===== config.mk =====
export PLATFORM = sky130hd
export DESIGN_NAME = multichannel_moving_average
export DESIGN_NICKNAME = d
export VERILOG_FILES = /design/src/rtl/mma_pkg.sv /design/src/rtl/mma_lane.sv /design/src/rtl/multichannel_moving_average.sv
export SDC_FILE = /design/constraint.sdc
export NUM_CORES = 2
export LEC_CHECK = 0
export ABC_AREA = 1
export BUFFER_PORTS_ARGS = -buffer_cell sky130_fd_sc_hd__buf_2
export CAP_MARGIN = 10
export CORE_UTILIZATION = 40
export CTS_BUF_LIST = sky130_fd_sc_hd__clkbuf_8
export CTS_CLUSTER_SIZE = 28
export DETAILED_ROUTE_END_ITERATION = 7
export GPL_ROUTABILITY_DRIVEN = 0
export PLACE_DENSITY = 0.55
export SYNTH_ARGS = -nofsm -noshare
export SYNTH_HDL_FRONTEND = slang
export SYNTH_SLANG_ARGS = --single-unit

===== constraint.sdc =====
create_clock -name clk -period 13.55 [get_ports clk]
set_clock_uncertainty 0.2 [all_clocks]
set_input_delay 1.355 -clock clk [delete_from_list [all_inputs] [get_ports clk]]
set_output_delay 1.355 -clock clk [all_outputs]
set_load 0.01 [all_outputs]

===== src/rtl/mma_pkg.sv =====
// Package of the multichannel moving average block: field widths, default window
// sizes and the control struct passed from the top level to each lane. No dependencies.
`default_nettype none

package mma_pkg;

	localparam int IMU_W      = 16;
	localparam int ADC_W      = 10;
	localparam int EMG_LANE_W = ADC_W + 1;
	localparam int FORCE_W    = ADC_W + 1;

	localparam int IMU_LANES = 6;
	localparam int EMG_LANES = 2;

	localparam int DEF_IMU_WINDOW   = 16;
	localparam int DEF_EMG_WINDOW   = 16;
	localparam int DEF_FORCE_WINDOW = 16;

	typedef struct packed {
		logic take;
		logic step;
	} lane_ctrl_t;

endpackage

`default_nettype wire


===== src/rtl/mma_lane.sv =====
// One averaging lane: a ring of the last WINDOW samples with a registered read,
// and a running sum whose scaled value is the window average. Depends on mma_pkg.
`default_nettype none

module mma_lane #(
	parameter int WINDOW = mma_pkg::DEF_FORCE_WINDOW,
	parameter int IN_W   = mma_pkg::FORCE_W
) (
	input  logic                    clk,
	input  logic                    arst_n,
	input  mma_pkg::lane_ctrl_t     ctrl,
	input  logic signed [IN_W-1:0]  sample,
	output logic signed [IN_W-1:0]  avg
);
	import mma_pkg::*;

	localparam int IDX_W = $clog2(WINDOW);
	localparam int SUM_W = IN_W + IDX_W;

	logic [IDX_W-1:0]        slot_q;
	logic                    wrapped_q;
	logic signed [IN_W-1:0]  ring_mem [WINDOW];
	logic signed [IN_W-1:0]  old_s1;
	logic signed [IN_W-1:0]  new_s1;
	logic                    wrapped_s1;
	logic signed [IN_W-1:0]  old_used;
	logic signed [SUM_W-1:0] sum_q;
	logic signed [SUM_W-1:0] sum_next;

	// Until the ring has wrapped once, the slot being overwritten has never been
	// written and counts as zero.
	always_ff @(posedge clk or negedge arst_n) begin
		if (!arst_n) begin
			slot_q    <= '0;
			wrapped_q <= 1'b0;
		end else if (ctrl.take) begin
			if (slot_q == IDX_W'(WINDOW - 1)) begin
				slot_q    <= '0;
				wrapped_q <= 1'b1;
			end else begin
				slot_q <= slot_q + 1'b1;
			end
		end
	end

	always_ff @(posedge clk) begin
		if (ctrl.take) begin
			ring_mem[slot_q] <= sample;
			old_s1           <= ring_mem[slot_q];
			new_s1           <= sample;
			wrapped_s1       <= wrapped_q;
		end
	end

	assign old_used = wrapped_s1 ? old_s1 : '0;
	assign sum_next = sum_q + SUM_W'(new_s1) - SUM_W'(old_used);

	always_ff @(posedge clk or negedge arst_n) begin
		if (!arst_n) begin
			sum_q <= '0;
		end else if (ctrl.step) begin
			sum_q <= sum_next;
		end
	end

	assign avg = IN_W'(sum_next >>> IDX_W);

endmodule

`default_nettype wire


===== src/rtl/multichannel_moving_average.sv =====
// Top level of the nine-channel moving average block: handshake control, force
// zero correction, the nine lanes and the merged output register. Depends on mma_pkg and mma_lane.
`default_nettype none

// Takes one sample set per word and returns one word holding the floor-rounded window
// averages of all nine channels. A new word is accepted in every cycle while the output
// register is empty or being taken; each result passes the registered ring read in each
// lane and then the output register, loaded together with the running sum. Rings read
// as zero until they have wrapped once, so no clearing pass follows reset. Window sizes
// must be powers of two. The force zero reference zero_ref_q must be written through
// cfg_we and cfg_wdata only while the block is idle; the block does not enforce this.
module multichannel_moving_average #(
	parameter int IMU_WINDOW   = mma_pkg::DEF_IMU_WINDOW,
	parameter int EMG_WINDOW   = mma_pkg::DEF_EMG_WINDOW,
	parameter int FORCE_WINDOW = mma_pkg::DEF_FORCE_WINDOW
) (
	input  logic                               clk,
	input  logic                               arst_n,
	input  logic                               cfg_we,
	input  logic [mma_pkg::ADC_W-1:0]          cfg_wdata,
	input  logic                               in_valid,
	output logic                               in_ready,
	input  logic signed [mma_pkg::IMU_W-1:0]   gyro_x,
	input  logic signed [mma_pkg::IMU_W-1:0]   gyro_y,
	input  logic signed [mma_pkg::IMU_W-1:0]   gyro_z,
	input  logic signed [mma_pkg::IMU_W-1:0]   accel_x,
	input  logic signed [mma_pkg::IMU_W-1:0]   accel_y,
	input  logic signed [mma_pkg::IMU_W-1:0]   accel_z,
	input  logic [mma_pkg::ADC_W-1:0]          emg_first,
	input  logic [mma_pkg::ADC_W-1:0]          emg_second,
	input  logic [mma_pkg::ADC_W-1:0]          force_raw,
	output logic                               out_valid,
	input  logic                               out_ready,
	output logic signed [mma_pkg::IMU_W-1:0]   avg_gyro_x,
	output logic signed [mma_pkg::IMU_W-1:0]   avg_gyro_y,
	output logic signed [mma_pkg::IMU_W-1:0]   avg_gyro_z,
	output logic signed [mma_pkg::IMU_W-1:0]   avg_accel_x,
	output logic signed [mma_pkg::IMU_W-1:0]   avg_accel_y,
	output logic signed [mma_pkg::IMU_W-1:0]   avg_accel_z,
	output logic [mma_pkg::ADC_W-1:0]          avg_emg_first,
	output logic [mma_pkg::ADC_W-1:0]          avg_emg_second,
	output logic signed [mma_pkg::FORCE_W-1:0] avg_force
);
	import mma_pkg::*;

	logic                        advance;
	logic                        s1_valid_q;
	logic                        out_valid_q;
	logic [ADC_W-1:0]            zero_ref_q;
	lane_ctrl_t                  lane_ctrl;

	logic signed [IMU_W-1:0]      imu_smp [IMU_LANES];
	logic signed [IMU_W-1:0]      imu_avg [IMU_LANES];
	logic signed [IMU_W-1:0]      imu_res_q [IMU_LANES];
	logic signed [EMG_LANE_W-1:0] emg_smp [EMG_LANES];
	logic signed [EMG_LANE_W-1:0] emg_avg [EMG_LANES];
	logic [ADC_W-1:0]             emg_res_q [EMG_LANES];
	logic signed [FORCE_W-1:0]    force_smp;
	logic signed [FORCE_W-1:0]    force_avg;
	logic signed [FORCE_W-1:0]    force_res_q;

	assign advance        = !out_valid_q || out_ready;
	assign in_ready       = advance;
	assign lane_ctrl.take = in_valid && advance;
	assign lane_ctrl.step = s1_valid_q && advance;

	always_ff @(posedge clk or negedge arst_n) begin
		if (!arst_n) begin
			s1_valid_q  <= 1'b0;
			out_valid_q <= 1'b0;
			zero_ref_q  <= '0;
		end else begin
			if (cfg_we) begin
				zero_ref_q <= cfg_wdata;
			end
			if (advance) begin
				s1_valid_q  <= in_valid;
				out_valid_q <= s1_valid_q;
			end
		end
	end

	assign imu_smp[0] = gyro_x;
	assign imu_smp[1] = gyro_y;
	assign imu_smp[2] = gyro_z;
	assign imu_smp[3] = accel_x;
	assign imu_smp[4] = accel_y;
	assign imu_smp[5] = accel_z;

	assign emg_smp[0] = signed'({1'b0, emg_first});
	assign emg_smp[1] = signed'({1'b0, emg_second});

	assign force_smp = signed'({1'b0, force_raw}) - signed'({1'b0, zero_ref_q});

	for (genvar i = 0; i < IMU_LANES; i++) begin : g_imu
		mma_lane #(
			.WINDOW (IMU_WINDOW),
			.IN_W   (IMU_W)
		) u_lane (
			.clk    (clk),
			.arst_n (arst_n),
			.ctrl   (lane_ctrl),
			.sample (imu_smp[i]),
			.avg    (imu_avg[i])
		);
	end

	for (genvar i = 0; i < EMG_LANES; i++) begin : g_emg
		mma_lane #(
			.WINDOW (EMG_WINDOW),
			.IN_W   (EMG_LANE_W)
		) u_lane (
			.clk    (clk),
			.arst_n (arst_n),
			.ctrl   (lane_ctrl),
			.sample (emg_smp[i]),
			.avg    (emg_avg[i])
		);
	end

	mma_lane #(
		.WINDOW (FORCE_WINDOW),
		.IN_W   (FORCE_W)
	) u_force_lane (
		.clk    (clk),
		.arst_n (arst_n),
		.ctrl   (lane_ctrl),
		.sample (force_smp),
		.avg    (force_avg)
	);

	// Output register gathering the nine lane averages into one word.
	always_ff @(posedge clk) begin
		if (lane_ctrl.step) begin
			for (int i = 0; i < IMU_LANES; i++) begin
				imu_res_q[i] <= imu_avg[i];
			end
			for (int i = 0; i < EMG_LANES; i++) begin
				emg_res_q[i] <= emg_avg[i][ADC_W-1:0];
			end
			force_res_q <= force_avg;
		end
	end

	assign out_valid      = out_valid_q;
	assign avg_gyro_x     = imu_res_q[0];
	assign avg_gyro_y     = imu_res_q[1];
	assign avg_gyro_z     = imu_res_q[2];
	assign avg_accel_x    = imu_res_q[3];
	assign avg_accel_y    = imu_res_q[4];
	assign avg_accel_z    = imu_res_q[5];
	assign avg_emg_first  = emg_res_q[0];
	assign avg_emg_second = emg_res_q[1];
	assign avg_force      = force_res_q;

endmodule

`default_nettype wire


* Word level (Yosys, flattened, before mapping)
Memories as Yosys holds them, arrays and structs flattened. A register that Yosys moved wholly into a read port is not among the register bits. Index checks and enable logic that the tools add are counted.
Word-level totals: register bits 391, bits in writable memories 2148, input port bits 141, output and inout bits 129, word-level logic and storage cells 134, memories 11
Operators by class: $add $sub $neg 28, equality and inequality tests 9, muxes and demuxes 22, reductions and logical operators 13
Memories:
- g_imu[0].u_lane.ring_mem | words 16, width 16, read ports 1, clocked after Yosys merged registers in 1, wr ports 1, RTL line mma_lane.sv:22 | logic signed [IN_W-1:0] ring_mem [WINDOW];
- g_imu[1].u_lane.ring_mem | words 16, width 16, read ports 1, clocked after Yosys merged registers in 1, wr ports 1, RTL line mma_lane.sv:22
- g_imu[2].u_lane.ring_mem | words 16, width 16, read ports 1, clocked after Yosys merged registers in 1, wr ports 1, RTL line mma_lane.sv:22
- g_imu[3].u_lane.ring_mem | words 16, width 16, read ports 1, clocked after Yosys merged registers in 1, wr ports 1, RTL line mma_lane.sv:22
- g_imu[4].u_lane.ring_mem | words 16, width 16, read ports 1, clocked after Yosys merged registers in 1, wr ports 1, RTL line mma_lane.sv:22
- g_imu[5].u_lane.ring_mem | words 16, width 16, read ports 1, clocked after Yosys merged registers in 1, wr ports 1, RTL line mma_lane.sv:22
- 5 more memories
Operator list (number):
- adder 20 x 16 -> 20 bit | 6
- subtractor 20 x 16 -> 20 bit | 6
- two-way mux 16 bit | 6
- adder 15 x 11 -> 15 bit | 3
- subtractor 15 x 11 -> 15 bit | 3
- adder 4 x 1 -> 4 bit, second input constant | 9
- == test 4 bit, second input constant | 9
- two-way mux 4 bit | 9
- two-way mux 11 bit | 3
- AND reduction 2 bit | 9
- subtractor 10 x 10 -> 11 bit | 1
- two-way mux 1 bit | 4
- logical AND 1 bit | 2
- zero test 1 bit | 1
- logical OR 1 bit | 1

* Logic depth before layout (Yosys ltp)
depth in word-level cells 5, gate-level depth with buffers 19, mapped depth without buffers 17

* Cells and area by module
Synthesis repeated with hierarchy kept, for this count alone.
Unflattened totals: cells, all modules 10314, area, all modules 118404.8 um^2
By module, submodules not included:
- mma_lane at g_imu[1].u_lane ... | times used 5, cells each 1226, area each 13985.9 um^2, sequential area each 9303.9 um^2
- mma_lane at g_imu[0].u_lane | times used 1, cells each 1226, area each 13948.4 um^2, sequential area each 9303.9 um^2
- mma_lane at g_emg[0].u_lane | times used 1, cells each 893, area each 9914.5 um^2, sequential area each 6476.2 um^2
- mma_lane at g_emg[1].u_lane | times used 1, cells each 894, area each 9907.0 um^2, sequential area each 6476.2 um^2
- mma_lane at u_force_lane | times used 1, cells each 894, area each 9897.0 um^2, sequential area each 6476.2 um^2
- multichannel_moving_average | times used 1, cells each 277, area each 4808.4 um^2, sequential area each 4113.9 um^2

* Worst setup path before layout
No wires, ideal clock.
kind input-to-reg, from input port out_ready, to register g_emg[0].u_lane.new_s1[0] (enable), library setup time 0.511 ns, data arrival time 4.940 ns, data required time 12.839 ns, setup slack 7.898 ns, cell stages on the path 6, buffers on the path 2, cell sequence nor2_4 > inv_4 > nand2_4 > inv_4 > buf_6 > buf_2
RTL lines:
- start, declared | RTL line multichannel_moving_average.sv:33 | input logic out_ready,
- end signal, assigned | RTL line mma_lane.sv:50 | new_s1 <= sample;
- end, declared | RTL line mma_lane.sv:24 | logic signed [IN_W-1:0] new_s1;

* Final worst setup path
from register out_valid_q, in the netlist out_valid, to memory u_force_lane.ring_mem[10][10] (netlist bit) (enable)
On the way: cells in the longest elaborated chain, start to end 5
RTL lines:
- start, declared | RTL line multichannel_moving_average.sv:48 | logic out_valid_q;
- start signal, assigned | RTL line multichannel_moving_average.sv:78 | out_valid_q <= s1_valid_q;
- zero test 1 bit | RTL line multichannel_moving_average.sv:62 | assign advance = !out_valid_q || out_ready;
- logical OR 1 bit | RTL line multichannel_moving_average.sv:62
- logical AND 1 bit | RTL line multichannel_moving_average.sv:64 | assign lane_ctrl.take = in_valid && advance;
- two-way mux 1 bit | RTL line mma_lane.sv:47 | if (ctrl.take) begin
- two-way mux 1 bit (implied by the code) | RTL line mma_lane.sv:48 | ring_mem[slot_q] <= sample;
- end, declared | RTL line mma_lane.sv:22
No other way between the ends.

==> metrics.log <==
INFO  metric crit_path_end_kind = flip-flop
INFO  metric area.growth.synth_to_final = 11.79%
INFO  metric yosys.cell_types.count = 48
INFO  metric detail_route.wirelength = 299300 um
INFO  metric peakVddDrop = between 0.1 and 0.15 mV
INFO  metric h-tree-depth = 5
INFO  metric maxSlewViolCount = 0
INFO  metric post-route-period-util = 30.81%
INFO  metric via_count = 74320
INFO  metric numCtsBuffers = between 400 and 500
INFO  metric cts_root_buf = clkbuf_8
INFO  metric async_reset_ff_share = roughly 8.3%
INFO  metric final-setup-viol-count = 0
INFO  metric worst_hold_path_type = flip-flop to flip-flop
INFO  metric detailedRoute.firstIterationViolations = 6576
INFO  metric tightest_slew = between 1 and 1.5 ns
INFO  metric finalHoldWorstSlack = around 0.24 ns
INFO  metric timing.critical_path.max_delay_family = buffers and inverters
INFO  metric worst-setup-path-type = flip-flop to flip-flop
INFO  metric yosys_register_bits = roughly 2600
INFO  metric hold_viol_final = 0
INFO  metric portBuffers = between 200 and 300
INFO  metric synth_fp_nets = ~10000
INFO  metric yosys_most_used_dff = edfxtp_1
INFO  metric tritoncts_num_sinks = about 2600
INFO  metric max-slew-margin-rel = 18.51%
INFO  metric critical_path.max_fanout = 119
INFO  metric crit_path_cell_chain = inv_1, nor2_4, inv_4, nand2_4, inv_16, buf_4, buf_4, nand2_1, nor2_1
INFO  metric first_global_vias = between 70000 and 80000
INFO  metric maxCapViolations = 0
INFO  metric status = complete, no violations
INFO  metric numPlacedInstances = ~14000
INFO  metric core = between 200000 and 300000 um2
INFO  metric gr-total-overflow = 0
INFO  metric part_of_the_yosys_area_used_for_sequential_elements = between 60% and 70%
INFO  metric placement_rows = between 150 and 200
INFO  metric finalPower = 30.93 mW
INFO  metric number_of_nets_with_antenna_violations_after_detailed_routing = 0
INFO  metric number_of_buffers_on_the_longest_clock_path = 4
INFO  metric die_area = 289600 um2
INFO  metric crit_slowest_cell = nor2_1
INFO  metric path_clk_slew = 0.06 ns
INFO  metric die_h = between 500 and 600 um
INFO  metric clk-insertion-delay-late = around 1.1 ns
INFO  metric place_area = about 120000 um2
INFO  metric count_of_buffering_cells_on_the_critical_path_with_inverters_included = 5
INFO  metric chipWidth = approximately 540 um
INFO  metric io-pin-count = 270
INFO  metric fill_cells = between 20000 and 30000
INFO  metric drtPass1Iterations = 6
INFO  metric tritoncts = done
INFO  metric cp.required = about 14 ns
INFO  metric grt_antenna_before_repair = 16
INFO  metric achievable-frequency = around 0.24 GHz
INFO  metric leakage = 48.85 nW
INFO  metric timing.final.crit_period = between 4 and 5 ns
INFO  metric floorplan.initialDensity = 40.28%
INFO  metric cpMostUsedCell = buf_4
INFO  metric max_stage_delay = between 0.8 and 0.9 ns
INFO  metric cts_repair_resize_count = 0
INFO  metric worst_path_arrival = approximately 4.6 ns
INFO  metric fin_setup_tns = 0 ns
INFO  metric rsz_0062_raised_after_global_routing = false
INFO  metric post_synth_instance_area = roughly 110000 um2
INFO  metric nNetsFinal = about 11000
INFO  metric grt_first_pass_wirelength = ~450000 um
INFO  metric via_density_per_instance = roughly 5.2
INFO  metric synthesized_netlist_cell_count = ~9900
INFO  metric synthesis.area_per_instance = between 10 and 15 um2
INFO  metric critPathLaunchType = flip-flop
INFO  metric final-instance-count-excl-fill = between 10000 and 15000
INFO  metric dp_hpwl = 191400 um
INFO  metric post_route_cells_drive_above_1_share = 10.43%
INFO  metric drc_errors = 0
INFO  metric grt_util_all_layers = about a fifth
INFO  metric yosys_warnings = 0
INFO  metric grt_start_max_net_pins = 135
INFO  metric final_design_area_no_fill = between 100000 and 150000 um2
INFO  metric power.density = approximately 240 nW/um2
INFO  metric number_of_flops_mapped_to_enable_cells_by_yosys = between 2000 and 2500
INFO  metric routedWlPerCell = between 20 and 25 um
state kept, by name (all words and copies together), names as in the netlist, 6 cells and up:
name and flops:
avg_force 11, emg_res_q 20, g_emg.u_lane.new_s1 20, g_emg.u_lane.old_s1 20, g_emg.u_lane.ring_mem 320, g_emg.u_lane.slot_q 8
g_emg.u_lane.sum_q 28, g_imu.u_lane.new_s1 96, g_imu.u_lane.old_s1 96, g_imu.u_lane.ring_mem 1536, g_imu.u_lane.slot_q 24, g_imu.u_lane.sum_q 120
g_imu.u_lane.wrapped_q 6, g_imu.u_lane.wrapped_s1 6, imu_res_q 96, u_force_lane.new_s1 11, u_force_lane.old_s1 11, u_force_lane.ring_mem 176
u_force_lane.sum_q 15, zero_ref_q 10
stage by stage:
stage | util, % | worst slack, ns
2_1_floorplan | - | 7.898
3_3_place_gp | 41.96 | 8.416
3_5_place_dp | 41.96 | 8.299
4_1_cts | 45.02 | 9.269
5_1_grt | 45.03 | 9.096
6_report | 45.03 | 9.375
repair_timing:
item,in CTS,in global routing
endpoints found under the setup margin,0,0
hold buffers,1,0
setup buffers,0,0
endpoints found under the hold margin,1,0
cell usage after synthesis, types with 5 or more instances:
master,number,area share (%)
nand2_2,7,0.038
a21o_1,6,0.039
nor2_1,1339,4.4
nor2_2,7,0.038
xor2_1,73,0.56
or2_1,11,0.060
o21bai_1,13,0.085
nor3_1,16,0.070
and3_1,5,0.027
edfxtp_1,2422,63
xnor2_1,27,0.21
o22ai_1,509,2.8
buf_4,21,0.14
clkbuf_1,254,0.83
nand3b_1,36,0.24
buf_2,126,0.55
ha_1,209,2.3
inv_2,15,0.049
buf_6,23,0.23
fa_1,149,2.6
nand4_1,135,0.73
o21ai_1,84,0.37
o21ai_0,1073,4.7
a31oi_1,5,0.027
or2_2,15,0.082
clkbuf_2,8,0.035
and2_1,96,0.52
inv_1,1001,3.3
nand3_1,263,1.1
nand2_1,1549,5.1
a21oi_1,132,0.57
dfrtp_1,220,4.8
nand3_2,10,0.087
layout make-up:
cell class	instances	area, um2	share of cell area, %
sequential	2642	78270	60.89
multi-input combinational	5795	31090	24.19
clock buffer	468	6441	5.011
tap	3762	4707	3.662
inverter	1023	3871	3.011
clock inverter	340	2285	1.777
timing repair buffer	335	1871	1.455
antenna	6	15.01	0.01168
worst paths after layout:
kind                       cells past startpoint                       endpoint  slack, ns                 startpoint
max in group asynchronous                      4      g_imu[5].u_lane.slot_q[0]      10.29                     arst_n
min in group asynchronous                      2      g_emg[1].u_lane.slot_q[0]       0.70                     arst_n
hold / removal                                 0     g_imu[0].u_lane.wrapped_s1       0.24  g_imu[0].u_lane.wrapped_q
setup / recovery                               9  u_force_lane.ring_mem[10][10]       9.38                  out_valid
hold reg to reg                                0     g_imu[0].u_lane.wrapped_s1       0.24  g_imu[0].u_lane.wrapped_q
setup reg to reg                               9  u_force_lane.ring_mem[10][10]       9.38                  out_valid
cell usage in the layout (no fill, tap or decap), types with 96 or more instances in the layout:
master,netlist,layout
nand2_1,1549,1549
nand4_1,135,135
buf_2,126,268
edfxtp_1,2422,2422
nand3_1,263,263
nor2_1,1339,1250
inv_1,1001,1141
and2_1,96,96
nor2_2,7,96
o21ai_0,1073,1073
a21oi_1,132,132
o22ai_1,509,509
dfrtp_1,220,205
fa_1,149,149
ha_1,209,209
clkbuf_8,0,468
where the power goes:
part	internal (mW)	switching (mW)	leakage (nW)
clock network	3.70	3.31	5.00
logic	4.00	8.66	19.2
registers	10.6	0.712	24.7
routing by layer:
| metal | routed length (um) | global-route usage [%] | vias to the layer above |
|---|---|---|---|
| met1 | 130000 | 27.90 | 36430 |
| met5 | 11 | 0 | - |
| met2 | 143000 | 33.61 | 2430 |
| met3 | 19030 | 3.021 | 453 |
| met4 | 7288 | 5.849 | 2 |
| li1 | - | - | 35010 |
kinds of logic (layout without fill, tap and decap cells):
group	count (synthesis)	count (layout)	share of synthesized area [%]
mux	1	1	0.009792
fa+ha+maj	358	358	4.868
other cells	0	6	0
compound gates	1837	1837	8.638
simple gates	3499	3499	12.56
xor+xnor	100	100	0.7616
flops	2642	2642	68.03
buf+inv	1457	2166	5.129
No activity file was read; power rests on OpenSTA's default activity.
